<file path="config.mk">
export PLATFORM = sky130hd
export DESIGN_NAME = xpm_source_scanner
export DESIGN_NICKNAME = d
export VERILOG_FILES = /design/src/design/xss_pkg.sv /design/src/design/xss_parser.sv /design/src/design/xss_out_queue.sv /design/src/design/xpm_source_scanner.sv
export SDC_FILE = /design/constraint.sdc
export NUM_CORES = 1
export LEC_CHECK = 0
export BUFFER_PORTS_ARGS = -buffer_cell sky130_fd_sc_hd__buf_4
export CAP_MARGIN = 10
export CORE_UTILIZATION = 45
export CTS_BUF_LIST = sky130_fd_sc_hd__clkbuf_4
export CTS_CLUSTER_DIAMETER = 200
export DETAILED_ROUTE_END_ITERATION = 8
export GPL_ROUTABILITY_DRIVEN = 0
export SLEW_MARGIN = 10
export SYNTH_ARGS = -nofsm -noshare
export SYNTH_HDL_FRONTEND = slang
export SYNTH_HIERARCHICAL = 1
export SYNTH_SLANG_ARGS = --single-unit
</file>
<file path="constraint.sdc">
create_clock -name clk -period 16.8 [get_ports clk]
set_input_delay 1.68 -clock clk [delete_from_list [all_inputs] [get_ports clk]]
set_output_delay 1.68 -clock clk [all_outputs]
set_load 0.05 [all_outputs]
</file>
<file path="src/design/xss_pkg.sv">
`timescale 1ns / 1ps
`default_nettype none

package xss_pkg;

    // Longest string body held before the scan stops with an error.
    localparam int unsigned MAX_STRING_BYTES = 2560;
    localparam int unsigned STR_LEN_W        = $clog2(MAX_STRING_BYTES + 1);

    localparam int unsigned ROW_W   = 17;
    localparam int unsigned FIELD_W = 16;
    localparam int unsigned QUEUE_DEPTH = 4;
    localparam int unsigned QPTR_W  = $clog2(QUEUE_DEPTH);
    localparam int unsigned QCNT_W  = $clog2(QUEUE_DEPTH + 1);

    localparam logic [FIELD_W-1:0] SAT_VALUE = '1;

    localparam logic [7:0] CHR_SLASH  = 8'h2F;
    localparam logic [7:0] CHR_STAR   = 8'h2A;
    localparam logic [7:0] CHR_LBRACE = 8'h7B;
    localparam logic [7:0] CHR_RBRACE = 8'h7D;
    localparam logic [7:0] CHR_QUOTE  = 8'h22;
    localparam logic [7:0] CHR_ZERO   = 8'h30;
    localparam logic [7:0] CHR_NINE   = 8'h39;

    typedef enum logic [2:0] {
        KIND_ROW_BYTE  = 3'd0,
        KIND_ROW_END   = 3'd1,
        KIND_HEADER    = 3'd2,
        KIND_BRACE_END = 3'd3,
        KIND_EARLY_END = 3'd4,
        KIND_TOO_LONG  = 3'd5
    } kind_t;

    typedef enum logic [2:0] {
        SEC_PRE    = 3'd0,
        SEC_VALUES = 3'd1,
        SEC_ROWS   = 3'd2,
        SEC_EXTRA  = 3'd4,
        SEC_DONE   = 3'd5
    } section_t;

    typedef struct packed {
        kind_t              kind;
        logic [7:0]         row_byte;
        logic [ROW_W-1:0]   row_number;
        logic [FIELD_W-1:0] image_width;
        logic [FIELD_W-1:0] image_height;
        logic [FIELD_W-1:0] color_count;
        logic [FIELD_W-1:0] chars_per_pixel;
    } result_t;

    // Up to two result words made by one source byte, already compacted.
    typedef struct packed {
        logic [1:0] count;
        result_t    res0;
        result_t    res1;
    } push_t;

endpackage

`default_nettype wire

</file>
<file path="src/design/xss_parser.sv">
`timescale 1ns / 1ps
`default_nettype none

module xss_parser (
    input  wire logic          clk,
    input  wire logic          rst_n,
    input  wire logic          in_valid,
    input  wire logic [7:0]    in_byte,
    input  wire logic          in_last,
    output xss_pkg::push_t     push
);

    logic                              comment_reg, comment_next;
    logic                              quote_reg, quote_next;
    logic                              slash_reg, slash_next;
    logic                              star_reg, star_next;
    xss_pkg::section_t                 section_reg, section_next;
    logic [xss_pkg::ROW_W-1:0]         rows_reg, rows_next;
    logic [xss_pkg::FIELD_W-1:0]       hf_reg [4];
    logic [xss_pkg::FIELD_W-1:0]       hf_next [4];
    logic [xss_pkg::FIELD_W-1:0]       acc_reg, acc_next;
    logic [2:0]                        fp_reg, fp_next;
    logic [xss_pkg::STR_LEN_W-1:0]     len_reg, len_next;
    logic                              stored_reg, stored_next;
    logic                              finished_reg, finished_next;
    logic                              digit_reg, digit_next;

    logic                              c_open, c_close, consumed, comment_now;
    logic                              close_write;
    logic [2:0]                        fp_closed;
    logic [19:0]                       acc_grown;
    logic [xss_pkg::ROW_W-1:0]         row_limit;
    logic                              main_v, eoi_v;
    xss_pkg::result_t                  main_res, eoi_res;

    assign c_open   = slash_reg && (in_byte == xss_pkg::CHR_STAR) && !comment_reg;
    assign c_close  = !c_open && star_reg && (in_byte == xss_pkg::CHR_SLASH) && comment_reg;
    assign consumed = c_open || c_close;
    assign comment_now = c_open ? 1'b1 : (c_close ? 1'b0 : comment_reg);

    // Closing a number stores it only when digits were seen and a slot is free.
    assign close_write = digit_reg && (fp_reg < 3'd4);
    assign fp_closed   = fp_reg + {2'b00, close_write};

    // acc * 10 + digit, saturated to 16 bits below.
    assign acc_grown = {1'b0, acc_reg, 3'b000} + {3'b000, acc_reg, 1'b0}
                     + {16'd0, in_byte[3:0] - xss_pkg::CHR_ZERO[3:0]};

    assign row_limit = {1'b0, hf_reg[2]} + {1'b0, hf_reg[1]} + 17'd1;

    always_comb
    begin
        comment_next  = comment_reg;
        quote_next    = quote_reg;
        slash_next    = slash_reg;
        star_next     = star_reg;
        section_next  = section_reg;
        rows_next     = rows_reg;
        hf_next       = hf_reg;
        acc_next      = acc_reg;
        fp_next       = fp_reg;
        len_next      = len_reg;
        stored_next   = stored_reg;
        finished_next = finished_reg;
        digit_next    = digit_reg;
        main_v        = 1'b0;
        main_res      = '0;
        eoi_v         = 1'b0;
        eoi_res       = '0;

        if (in_valid && !finished_reg)
        begin
            comment_next = comment_now;
            slash_next   = !consumed && (in_byte == xss_pkg::CHR_SLASH) && !comment_now;
            star_next    = !consumed && (in_byte == xss_pkg::CHR_STAR) && comment_now;

            if (quote_reg)
            begin
                if ((in_byte == xss_pkg::CHR_QUOTE) && !comment_now)
                begin
                    quote_next = 1'b0;
                    if (len_reg != '0)
                    begin
                        if (section_reg == xss_pkg::SEC_VALUES)
                        begin
                            if (close_write)
                            begin
                                hf_next[fp_reg[1:0]] = acc_reg;
                            end
                            fp_next    = fp_closed;
                            acc_next   = '0;
                            digit_next = 1'b0;
                            if (fp_closed >= 3'd4)
                            begin
                                main_v                   = 1'b1;
                                main_res.kind            = xss_pkg::KIND_HEADER;
                                main_res.image_width     = hf_next[0];
                                main_res.image_height    = hf_next[1];
                                main_res.color_count     = hf_next[2];
                                main_res.chars_per_pixel = hf_next[3];
                                rows_next    = 17'd1;
                                section_next = xss_pkg::SEC_ROWS;
                            end
                        end
                        else if (section_reg == xss_pkg::SEC_ROWS)
                        begin
                            if (stored_reg)
                            begin
                                main_v              = 1'b1;
                                main_res.kind       = xss_pkg::KIND_ROW_END;
                                main_res.row_number = rows_reg;
                                rows_next           = rows_reg + 17'd1;
                            end
                            else
                            begin
                                section_next = xss_pkg::SEC_EXTRA;
                            end
                        end
                    end
                end
                else if (len_reg >= xss_pkg::STR_LEN_W'(xss_pkg::MAX_STRING_BYTES))
                begin
                    main_v              = 1'b1;
                    main_res.kind       = xss_pkg::KIND_TOO_LONG;
                    main_res.row_number = rows_reg;
                    finished_next       = 1'b1;
                    section_next        = xss_pkg::SEC_DONE;
                end
                else
                begin
                    len_next = len_reg + 1'b1;
                    if (section_reg == xss_pkg::SEC_VALUES)
                    begin
                        if (in_byte inside {[xss_pkg::CHR_ZERO:xss_pkg::CHR_NINE]})
                        begin
                            acc_next   = (acc_grown > {4'd0, xss_pkg::SAT_VALUE})
                                       ? xss_pkg::SAT_VALUE : acc_grown[15:0];
                            digit_next = 1'b1;
                        end
                        else
                        begin
                            if (close_write)
                            begin
                                hf_next[fp_reg[1:0]] = acc_reg;
                            end
                            fp_next    = fp_closed;
                            acc_next   = '0;
                            digit_next = 1'b0;
                        end
                    end
                    else if (section_reg == xss_pkg::SEC_ROWS)
                    begin
                        if (rows_reg < row_limit)
                        begin
                            main_v              = 1'b1;
                            main_res.kind       = xss_pkg::KIND_ROW_BYTE;
                            main_res.row_byte   = in_byte;
                            main_res.row_number = rows_reg;
                            stored_next         = 1'b1;
                        end
                    end
                end
            end
            else if (!consumed && !comment_now)
            begin
                if (in_byte == xss_pkg::CHR_QUOTE)
                begin
                    quote_next  = 1'b1;
                    len_next    = '0;
                    stored_next = 1'b0;
                    fp_next     = '0;
                    acc_next    = '0;
                    digit_next  = 1'b0;
                end
                else if ((in_byte == xss_pkg::CHR_LBRACE) && (section_reg == xss_pkg::SEC_PRE))
                begin
                    section_next = xss_pkg::SEC_VALUES;
                end
                else if (in_byte == xss_pkg::CHR_RBRACE)
                begin
                    main_v              = 1'b1;
                    main_res.kind       = xss_pkg::KIND_BRACE_END;
                    main_res.row_number = rows_reg;
                    finished_next       = 1'b1;
                    section_next        = xss_pkg::SEC_DONE;
                end
            end

            // The last byte of the file closes the scan if nothing else did.
            if (in_last && !finished_next)
            begin
                eoi_v              = 1'b1;
                eoi_res.kind       = xss_pkg::KIND_EARLY_END;
                eoi_res.row_number = rows_next;
                finished_next      = 1'b1;
            end
        end
    end

    assign push.count = {1'b0, main_v} + {1'b0, eoi_v};
    assign push.res0  = main_v ? main_res : eoi_res;
    assign push.res1  = eoi_res;

    always_ff @(posedge clk or negedge rst_n)
    begin
        if (!rst_n)
        begin
            comment_reg  <= 1'b0;
            quote_reg    <= 1'b0;
            slash_reg    <= 1'b0;
            star_reg     <= 1'b0;
            section_reg  <= xss_pkg::SEC_PRE;
            rows_reg     <= '0;
            hf_reg       <= '{default: '0};
            acc_reg      <= '0;
            fp_reg       <= '0;
            len_reg      <= '0;
            stored_reg   <= 1'b0;
            finished_reg <= 1'b0;
            digit_reg    <= 1'b0;
        end
        else
        begin
            comment_reg  <= comment_next;
            quote_reg    <= quote_next;
            slash_reg    <= slash_next;
            star_reg     <= star_next;
            section_reg  <= section_next;
            rows_reg     <= rows_next;
            hf_reg       <= hf_next;
            acc_reg      <= acc_next;
            fp_reg       <= fp_next;
            len_reg      <= len_next;
            stored_reg   <= stored_next;
            finished_reg <= finished_next;
            digit_reg    <= digit_next;
        end
    end

    // Once the scan has ended no byte may produce a word.
    a_quiet_after_end: assert property (@(posedge clk) disable iff (!rst_n)
        finished_reg |-> (push.count == 2'd0))
        else $error("word produced after the scan ended");

    // A header word always moves the scan into the row section at row one.
    a_header_enters_rows: assert property (@(posedge clk) disable iff (!rst_n)
        (push.count != 2'd0 && push.res0.kind == xss_pkg::KIND_HEADER)
        |=> (section_reg == xss_pkg::SEC_ROWS && rows_reg == 17'd1))
        else $error("header word without entering the row section");

    // Scanner state only moves on an accepted byte.
    a_idle_holds: assert property (@(posedge clk) disable iff (!rst_n)
        !in_valid |=> ($stable(rows_reg) && $stable(section_reg) && $stable(quote_reg)))
        else $error("scanner state changed without an input word");

endmodule

`default_nettype wire

</file>
<file path="src/design/xss_out_queue.sv">
`timescale 1ns / 1ps
`default_nettype none

module xss_out_queue (
    input  wire logic          clk,
    input  wire logic          rst_n,
    input  wire xss_pkg::push_t push,
    output logic               room,
    output logic               head_valid,
    input  wire logic          head_ready,
    output xss_pkg::result_t   head
);

    xss_pkg::result_t              mem_reg [xss_pkg::QUEUE_DEPTH];
    logic [xss_pkg::QPTR_W-1:0]    wr_reg, wr_next;
    logic [xss_pkg::QPTR_W-1:0]    rd_reg, rd_next;
    logic [xss_pkg::QCNT_W-1:0]    count_reg, count_next;
    logic                          pop;
    logic [xss_pkg::QPTR_W-1:0]    wr_second;

    assign pop        = head_valid && head_ready;
    assign head_valid = (count_reg != '0);
    assign head       = mem_reg[rd_reg];
    // A byte may bring two words, so keep two places free before taking one.
    assign room       = (count_reg <= xss_pkg::QCNT_W'(xss_pkg::QUEUE_DEPTH - 2));
    assign wr_second  = wr_reg + 1'b1;

    assign wr_next    = wr_reg + xss_pkg::QPTR_W'(push.count);
    assign rd_next    = rd_reg + xss_pkg::QPTR_W'(pop);
    assign count_next = count_reg + xss_pkg::QCNT_W'(push.count)
                      - xss_pkg::QCNT_W'(pop);

    always_ff @(posedge clk)
    begin
        if (push.count != 2'd0)
        begin
            mem_reg[wr_reg] <= push.res0;
        end
        if (push.count == 2'd2)
        begin
            mem_reg[wr_second] <= push.res1;
        end
    end

    always_ff @(posedge clk or negedge rst_n)
    begin
        if (!rst_n)
        begin
            wr_reg    <= '0;
            rd_reg    <= '0;
            count_reg <= '0;
        end
        else
        begin
            wr_reg    <= wr_next;
            rd_reg    <= rd_next;
            count_reg <= count_next;
        end
    end

    a_no_overflow: assert property (@(posedge clk) disable iff (!rst_n)
        (push.count != 2'd0) |-> room)
        else $error("words pushed into a full queue");

    a_count_bound: assert property (@(posedge clk) disable iff (!rst_n)
        count_reg <= xss_pkg::QCNT_W'(xss_pkg::QUEUE_DEPTH))
        else $error("queue fill beyond its depth");

    a_count_track: assert property (@(posedge clk) disable iff (!rst_n)
        1'b1 |=> (count_reg == $past(count_reg) + xss_pkg::QCNT_W'($past(push.count))
                  - xss_pkg::QCNT_W'($past(pop))))
        else $error("queue fill does not follow pushes and pops");

endmodule

`default_nettype wire

</file>
<file path="src/design/xpm_source_scanner.sv">
// Result words made by an accepted source byte are registered in the result queue and
// leave it in order; a second word from the same byte follows the first on the output.
// Throughput: one source byte per cycle while the output side takes words; s_tready drops
// only when the four-word result queue has fewer than two free places.
// Reset (rst_n, asynchronous, active low) clears the scanner state and empties the queue.
`timescale 1ns / 1ps
`default_nettype none

module xpm_source_scanner (
    input  wire logic        clk,
    input  wire logic        rst_n,
    input  wire logic        s_tvalid,
    output logic             s_tready,
    input  wire logic [7:0]  s_tdata,   // data_byte
    input  wire logic        s_tlast,   // end_of_input
    output logic             m_tvalid,
    input  wire logic        m_tready,
    output logic [95:0]      m_tdata,   // row_byte, row_number, image_width, image_height,
                                        // color_count, chars_per_pixel, zero fill
    output logic [2:0]       m_tuser    // kind
);

    // The parser works on each byte in the cycle it is accepted and drops up to two
    // result words into the queue; the queue registers decouple the two stream sides.
    logic               accept;
    logic               room;
    xss_pkg::push_t     push;
    xss_pkg::result_t   head;

    assign s_tready = room;
    assign accept   = s_tvalid && room;

    xss_parser u_parser (
        .clk      (clk),
        .rst_n    (rst_n),
        .in_valid (accept),
        .in_byte  (s_tdata),
        .in_last  (s_tlast),
        .push     (push)
    );

    xss_out_queue u_queue (
        .clk        (clk),
        .rst_n      (rst_n),
        .push       (push),
        .room       (room),
        .head_valid (m_tvalid),
        .head_ready (m_tready),
        .head       (head)
    );

    // Output word layout, highest bits first.
    assign m_tdata = {7'd0,
                      head.chars_per_pixel,
                      head.color_count,
                      head.image_height,
                      head.image_width,
                      head.row_number,
                      head.row_byte};
    assign m_tuser = head.kind;

endmodule

`default_nettype wire

</file>
==> results.cfg, run 1 <==
[critical_path]
endpoint_kind = register
critPathKind = reg2reg
cp-start-kind = register
r2r_slack_ns = 9.50
crit_arrival_ns = 7.99
crit_chain = ha_1 > nor2b_1 > o2111ai_1 > nand4_1 > a41oi_1 > o21ai_0 > o41ai_1 > xor2_1 > ha_1 > and4_1 > nand2_1 > o21ai_1 > a221o_1 > inv_2 > ha_1 > and4bb_4 > buf_4 > mux2_2
cp_max_fo = 37
slowest_delay_ns = 0.88
r2r_start = u_parser/hf_reg[17]
crit_end = u_queue/mem_reg[3][9]
crit_top_cell = ha_1
required_ns = 17.49
crit_slowest_cell = a221o_1
worstReg2RegEnd = u_queue/mem_reg[3][9]
critPathLaunch = u_parser/hf_reg[17]
path_buf_inv = 2
worst_r2r_path_depth = 18
cp.depth = 18
critPathTopFamily = compound AO/OA/AOI/OAI gates

[grt]
grt.total_usage_pct = 22.01
grt_first_pass_wirelength_um = 107700
antenna_found_initial = 1
grt_overflow = 0
grt_start_max_net_pins = 71
grt_pass1_vias = 18820

[cells_and_area]
area.growth.synth_to_final_pct = 10.03
largest_register_ffs = 368
instances_no_fill = 3199
layout-drive-gt1-share_pct = 35.03
fill_cells = 5554
layout_commonest_cell = edfxtp_1
layout.nets = 2330
layout_common_cells = edfxtp_1, clkbuf_4, mux2_2

[drt]
avgRoutedWirePerCell_um = 21.58
drc = 0
first_pass_iters = 6
drt_iter0_drc = 1265
drtAntennaViolNets = 0
drt_wl_total_um = 69030
vias = 17960
viasPerCell = 5.614

[logic_synthesis]
syn_avg_cell_area_um2 = 13.60
synth_area_leaders = edfxtp_1, dfrtp_1, mux2_4
syn_inst = 2103
ys.flop_type = edfxtp_1
synth.yosys.seq_area_share_pct = 49.92
synth_adder_area_share_pct = 3.473
synth_top_family_by_area = multiplexers
synth_top_area_share_pct = 38.63
synth_top_area_cell = edfxtp_1
yosys.area_share.simple_pct = 7.007
netlist_area_mm2 = 0.02860
ys_ff_latch = 497
ys_warn_count = 6
synthMuxAreaShare_pct = 26.35
async_flop_share_pct = 25.96
synth_compound_area_share_pct = 6.474
synth_cell_types = 78
synth-edff-count = 368
synth-xor-area-share_pct = 1.286

[power]
leakage_nw = 12.28
p_total_mw = 3.564
switching_share_pct = 34.75
clkPwrFrac_pct = 33.2
powerDensity_mw_per_mm2 = 113.3
combPwrFrac_pct = 28.0
power_frac_seq_pct = 38.8
ir_drop_uv = 73.99
netSwitchingPower_mw = 1.239
p_int_mw = 2.326

[clocking]
clk_latency_ns = 0.96
clk_path_buf_depth = 3
cts-root-buf = clkbuf_4
cts_buffers = 139
post_cts_resize_count = 0
clock_sinks = 497
cts_tree = built
cts.clk_slew.worst_paths_ns = 0.06
cts_hold_buffers = 0
postCtsSetupBuffers = 0
h-tree-depth = 4

[floorplanning]
core_area_mm2 = 0.06297
row_count = 92
die-width_um = 254.1
ios = 114
die_h_um = 254.1
initial_core_util_pct = 45.43
die_area_mm2 = 0.06458

[flow_run]
drv_cap = 0

[timing]
rsz0062_at_grt = no
clock_skew_ns = 0.05486
tns_ns = 0
final-max-slew-violation-count = 0
max_freq_mhz = 137.0
min_period_ns = 7.297
finalCritPeriodShare_pct = 43.43
hold_viol_final = 0
worstMarginPinSlew_ns = 1.157
finalSetupViolCount = 0
slew_headroom_pct = 22.30

[outcome]
status = finished clean

[placement]
place_hpwl_um = 42980
portBuffers = 106
dp.cells = 2945

[worst_hold_path]
hold_path.class = reg2reg
kinds of logic (layout without fill, tap and decap cells):
kind of cell | count (synthesis) | in the layout
compound gates | 311 | 311
fa+ha+maj | 77 | 77
simple gates | 399 | 399
mux | 528 | 528
buf+inv | 247 | 417
flops | 497 | 497
xor+xnor | 42 | 42
other cells | 2 | 82
how the worst min path moves through the flow:
stage | end | cells past startpoint | slack [ns] | startpoint
after floorplan | u_parser/star_reg | 2 | 0.44 | u_parser/star_reg
after global placement | u_parser/star_reg | 2 | 0.45 | u_parser/star_reg
after detailed placement | u_parser/digit_reg | 1 | 0.48 | u_parser/digit_reg
after CTS | u_parser/digit_reg | 1 | 0.49 | u_parser/digit_reg
after global routing | u_parser/digit_reg | 1 | 0.51 | u_parser/digit_reg
final | u_parser/digit_reg | 1 | 0.49 | u_parser/digit_reg
through the flow:
stage / hold WS (ns) / instance area, um^2 / worst slack (ns) / utilization [%]
after floorplan: 0.4384 / 28900 / 5.676 / -
final: 0.4860 / 31470 / 9.503 / 49.98
after detailed placement: 0.4781 / 29570 / 9.616 / 46.96
after global placement: 0.4494 / 29570 / 9.735 / 46.96
after global routing: 0.5050 / 31470 / 9.112 / 49.98
after CTS: 0.4910 / 31470 / 9.571 / 49.98
layer usage:
layer / global-route usage (%) / wire, um / up-vias
met1: 28.38 / 30020 / 9193
met2: 36.53 / 34370 / 465
li1: - / - / 8212
met3: 4.773 / 3263 / 90
met5: 0 / 0 / -
met4: 7.762 / 1371 / 0
synth_stat cells, drive strengths merged, types with 3 or more instances:
master and count:
a22o 20, nor2b 7, nand2b 16, ha 73, buf 166, and3 11
o31ai 12, a31oi 28, nand3b 3, and2 13, o21ai 69, and4bb 3
o22ai 4, a211oi 3, nand2 188, xnor2 26, nor2 59, nor4 8
o21a 4, mux2 434, nor3 12, xor2 16, o21bai 3, a22oi 3
nor3b 5, fa 4, clkbuf 49, and4 4, nand3 30, a21o 15
or3 16, or2 4, inv 32, nor4b 3, dfrtp 129, a21oi 130
mux4 92, nand4 13, edfxtp 368
worst reg2reg max path, stage by stage (launching register included):
cell and delay (ns):
dfrtp_1 0.42, ha_1 0.30, nor2b_1 0.14, o2111ai_1 0.24, nand4_1 0.15, a41oi_1 0.37
o21ai_0 0.18, o41ai_1 0.46, xor2_1 0.19, ha_1 0.33, and4_1 0.21, nand2_1 0.06
o21ai_1 0.48, a221o_1 0.89, inv_2 0.16, ha_1 0.47, and4bb_4 0.81, buf_4 0.71
mux2_2 0.50
power groups by stage:
stage               registers [mW]  logic (mW)  clock network (mW)
finish                        1.38       0.998                1.19
global route                  1.39        1.05                1.29
CTS                           1.38        1.02                1.23
detailed placement            1.41        1.01                   0
global placement              1.41        1.02                   0
floorplan                     1.36       0.790                   0
layout make-up:
type	instances	area, um^2	area share [%]
well taps	846	1059	3.363
diodes	1	2.502	0.007951
clock buffers	202	1516	4.818
clock inverters	51	386.6	1.228
multi-input cells	1438	13110	41.66
repair buffers	132	991.0	3.149
inverters	32	120.1	0.3816
flip-flops and latches	497	14290	45.39
No activity file was read; power rests on OpenSTA's default activity.
==> run 2, diff against run 1 <==
==> constraint.sdc (replaced) <==
create_clock -name clk -period 7.45 [get_ports clk]
set_input_delay 0.745 -clock clk [delete_from_list [all_inputs] [get_ports clk]]
set_output_delay 0.745 -clock clk [all_outputs]
set_load 0.05 [all_outputs]
==> results.cfg, run 2 (synthesis results as in run 1) <==
[grt]
grt_start_max_net_pins = 67
grt_pass1_vias = 18380
grt_first_pass_wirelength_um = 105500
grt.total_usage_pct = 21.62
grt_overflow = 0
antenna_found_initial = 1

[drt]
vias = 17880
drc = 0
viasPerCell = 5.580
avgRoutedWirePerCell_um = 21.41
drt_wl_total_um = 68610
first_pass_iters = 5
drtAntennaViolNets = 0
drt_iter0_drc = 1246

[power]
powerDensity_mw_per_mm2 = 253.8
p_total_mw = 8.069
ir_drop_uv = 225.2
leakage_nw = 12.39

[worst_hold_path]
hold_path.class = in2reg
hold_depth = 5

[timing]
hold_viol_final = 0
worstMarginPinSlew_ns = 1.217
slew_headroom_pct = 18.56
clock_skew_ns = 0.06047
hold_slack_ns = 0.2031
finalSetupViolCount = 0
final-max-slew-violation-count = 0
finalCritPeriodShare_pct = 83.57
tns_ns = 0
min_period_ns = 6.226
max_freq_mhz = 160.6
rsz0062_at_grt = no
fin_ws_ns = 1.224

[critical_path]
required_ns = 8.02
crit_arrival_ns = 6.79
endpoint_kind = register
critPathKind = reg2reg
worst_r2r_path_depth = 21
cp-start-kind = register
cp_max_fo = 66

[cells_and_area]
instances_no_fill = 3205
layout_common_cells = edfxtp_1, clkbuf_4, mux2_2
area.growth.synth_to_final_pct = 11.13
largest_register_ffs = 368
layout_commonest_cell = edfxtp_1
layout.nets = 2344
layout-drive-gt1-share_pct = 35.44

[placement]
place_hpwl_um = 42760
portBuffers = 106
place_ws_ns = 1.337
dp.cells = 2954

[floorplanning]
die_h_um = 254.1
core_area_mm2 = 0.06297
row_count = 92
die_area_mm2 = 0.06458
ios = 114
die-width_um = 254.1
initial_core_util_pct = 45.43

[clocking]
clk_path_buf_depth = 3
cts_buffers = 140
h-tree-depth = 4
post_cts_resize_count = 0
clk_latency_ns = 0.97
cts-root-buf = clkbuf_4
cts_tree = built
cts.clk_slew.worst_paths_ns = 0.06
clock_sinks = 497

[outcome]
status = finished clean

[flow_run]
drv_cap = 0
-- run 2: per-layer routing --
metal	part of all wire, %	GRT usage [%]
met1	44	27.77
met2	49	35.78
met3	4.9	4.824
met4	2.3	7.900
met5	0	0
-- run 2: timing repair --
action | 4_1_cts | 5_1_grt
hold endpoints to repair | 38 | 0
setup buffers | 0 | 0
hold buffers | 4 | 0
-- run 2: area by class of cell --
class / instances / area (um^2)
sequential: 497 / 14290
multi-input combinational: 1438 / 13120
fill: 5524 / 31180
clock inverter: 33 / 316.6
inverter: 32 / 120.1
antenna: 3 / 7.507
tap: 846 / 1059
clock buffer: 211 / 1584
timing repair buffer: 145 / 1299
-- run 2: power breakdown --
| group | switching (mW) | leakage (nW) | internal [mW] |
|---|---|---|---|
| clock network | 1.16 | 1.12 | 1.53 |
| registers | 0.184 | 5.05 | 2.98 |
| logic | 1.45 | 6.22 | 0.780 |
| total | 2.79 | 12.4 | 5.28 |
-- run 2: through the flow --
step / cell area [um^2] / util [%]
after CTS: 31780 / 50.47
after global placement: 29830 / 47.38
after detailed placement: 29830 / 47.38
after floorplan: 28910 / -
final: 31790 / 50.48
after global routing: 31790 / 50.48
-- run 2: worst max-delay path, cell delays in order (launching register included) --
cell	delay, ns
dfrtp_1	0.37
inv_1	0.06
ha_1	0.23
fa_1	0.40
nand2b_1	0.15
a21boi_0	0.23
o21ai_0	0.17
a211oi_1	0.26
o31ai_1	0.14
a22oi_1	0.23
xnor2_1	0.16
ha_1	0.27
a21o_1	0.18
a21o_1	0.16
a221oi_1	0.24
o21ai_1	0.27
a221o_1	0.39
inv_2	0.11
ha_1	0.35
and4bb_4	0.74
o21bai_4	0.24
buf_12	0.40
-- run 2: final timing paths --
check,to,slack (ns),from
worst max-delay path,u_queue/mem_reg[2][28],1.22,u_parser/hf_reg[16]
worst min-delay path,u_parser/comment_reg,0.20,s_tdata[7]
worst max register to register,u_queue/mem_reg[2][28],1.22,u_parser/hf_reg[16]
worst min register to register,u_parser/star_reg,0.48,u_parser/star_reg
max in group asynchronous,u_parser/hf_reg[51],5.45,rst_n
min in group asynchronous,u_parser/hf_reg[12],0.32,rst_n
==> run 3, diff against run 2 <==
==> constraint.sdc (replaced) <==
create_clock -name clk -period 5.47 [get_ports clk]
set_input_delay 0.547 -clock clk [delete_from_list [all_inputs] [get_ports clk]]
set_output_delay 0.547 -clock clk [all_outputs]
set_load 0.05 [all_outputs]
==> results.cfg, run 3 (synthesis results as in run 1) <==
[outcome]
status = finished clean

[power]
powerDensity_mw_per_mm2 = 338.3
leakage_nw = 12.66
p_total_mw = 10.96
ir_drop_uv = 221.9

[drt]
vias = 18120
viasPerCell = 5.570
drc = 0
avgRoutedWirePerCell_um = 21.86
drt_wl_total_um = 71120
first_pass_iters = 5
drt_iter0_drc = 1179
drtAntennaViolNets = 0

[clocking]
clk_latency_ns = 0.99
clk_path_buf_depth = 3
cts-root-buf = clkbuf_4
clock_sinks = 497
h-tree-depth = 4
cts_tree = built
cts.clk_slew.worst_paths_ns = 0.07
cts_buffers = 140

[placement]
place_ws_ns = 0.1030
portBuffers = 106
place_hpwl_um = 42810
place_area_mm2 = 0.03003

[critical_path]
cp.depth = 20
crit_slowest_cell = dfrtp_1
required_ns = 6.18
critPathTopFamily = compound AO/OA/AOI/OAI gates
cp-start-kind = register
crit_chain = ha_1 > nor2b_1 > o2111ai_1 > nand4_1 > a41oi_2 > o21ai_0 > o41ai_2 > xor2_1 > ha_1 > and4_1 > a221oi_2 > o21ai_2 > a221o_1 > inv_2 > ha_4 > nor4b_4 > buf_4 > clkbuf_16 > buf_4 > mux2_1
worst_r2r_path_depth = 20
path_buf_inv = 4
endpoint_kind = register
crit_arrival_ns = 6.01
worstReg2RegEnd = u_queue/mem_reg[1][85]
r2r_slack_ns = 0.17
slowest_delay_ns = 0.41
critPathLaunch = u_parser/hf_reg[17]
r2r_start = u_parser/hf_reg[17]
cp_max_fo = 8
critPathKind = reg2reg

[cells_and_area]
design_area_mm2 = 0.03238
layout_common_cells = edfxtp_1, clkbuf_4, mux2_2
layout-drive-gt1-share_pct = 37.06
register_area_mm2 = 0.01429
fill_cells = 5465
layout_commonest_cell = edfxtp_1
layout.nets = 2383
post-route-util_pct = 51.43
area.growth.synth_to_final_pct = 13.21
largest_register_ffs = 368
multiInputGateArea_mm2 = 0.01320

[timing]
finalCritPeriodShare_pct = 96.90
final-max-slew-violation-count = 0
clock_skew_ns = 0.05165
worstMarginPinSlew_ns = 1.249
max_freq_mhz = 188.7
fin_ws_ns = 0.1697
hold_viol_final = 0
slew_headroom_pct = 16.40
finalSetupViolCount = 0
min_period_ns = 5.300
hold_slack_ns = 0.08664

[floorplanning]
die_h_um = 254.1
initial_core_util_pct = 45.43
ios = 114
die_area_mm2 = 0.06458
core_area_mm2 = 0.06297
die-width_um = 254.1
row_count = 92

[worst_hold_path]
hold_path.class = in2async

[grt]
grt_overflow = 0
grt.total_usage_pct = 22.14
grt_start_max_net_pins = 65
grt_pass1_vias = 18640
antenna_found_initial = 1
grt_first_pass_wirelength_um = 107500

[flow_run]
drv_cap = 0
==> run 3: cell types whose count changed in the layout (fill, tap and decap cells not counted), moves of 3 or more <==
cell	previous run	this run
bufinv_16	7	4
buf_16	0	3
clkbuf_4	211	217
clkbuf_16	0	5
dlygate4sd3_1	4	9
buf_12	16	22
o21ai_0	66	63
buf_4	125	145
==> run 3: how the worst max path moves through the flow <==
stage                             endpoint  slack (ns)
floorplan            u_queue/mem_reg[0][0]       -0.30
global placement    u_queue/mem_reg[2][91]        0.13
detailed placement  u_queue/mem_reg[2][91]        0.10
CTS                 u_queue/mem_reg[2][91]        0.07
global route        u_queue/mem_reg[1][86]       -0.02
finish              u_queue/mem_reg[1][85]        0.17
==> run 3: power by group <==
part	switching (mW)	total (mW)	internal [mW]
Clock	1.60	3.59	1.99
Combinational	2.00	3.08	1.08
Sequential	0.229	4.28	4.05
==> run 3: cell type report <==
class,instances,share of cell area (%)
inverter,32,0.3709
timing repair buffer,184,5.641
tap,846,3.269
antenna,3,0.02318
multi-input combinational,1438,40.76
sequential,497,44.11
clock buffer,217,5.030
clock inverter,36,0.7920
==> run 3: repair_timing <==
action | CTS | global route
hold buffers | 9 | 0
gates resized for setup | 0 | 13
setup endpoints to repair | 0 | 516
setup buffers | 0 | 22
hold endpoints to repair | 48 | 0
==> run 3: metal layers <==
| layer | vias to the layer above | share of wire [%] | global-route usage [%] |
|---|---|---|---|
| met1 | 9193 | 44 | 29.34 |
| met4 | 0 | 2.0 | 7.522 |
| met5 | - | 0 | 0 |
| met2 | 507 | 49 | 36.03 |
| li1 | 8308 | - | - |
| met3 | 111 | 5.0 | 4.701 |
==> run 3: stage by stage <==
step | cells | setup TNS (ns)
after CTS | 3223 | 0
final | 3253 | 0
after global routing | 3251 | -0.1323
after global placement | 2961 | 0
after detailed placement | 2961 | 0
after floorplan | 2182 | -90.29
==> run 3: worst register-to-register path, cell delays in order (launching register included) <==
cell       delay (ns)
dfrtp_1          0.41
ha_1             0.30
nor2b_1          0.14
o2111ai_1        0.23
nand4_1          0.17
a41oi_2          0.24
o21ai_0          0.17
o41ai_2          0.34
xor2_1           0.21
ha_1             0.26
and4_1           0.20
a221oi_2         0.28
o21ai_2          0.12
a221o_1          0.37
inv_2            0.13
ha_4             0.26
nor4b_4          0.37
buf_4            0.19
clkbuf_16        0.14
buf_4            0.17
mux2_1           0.33
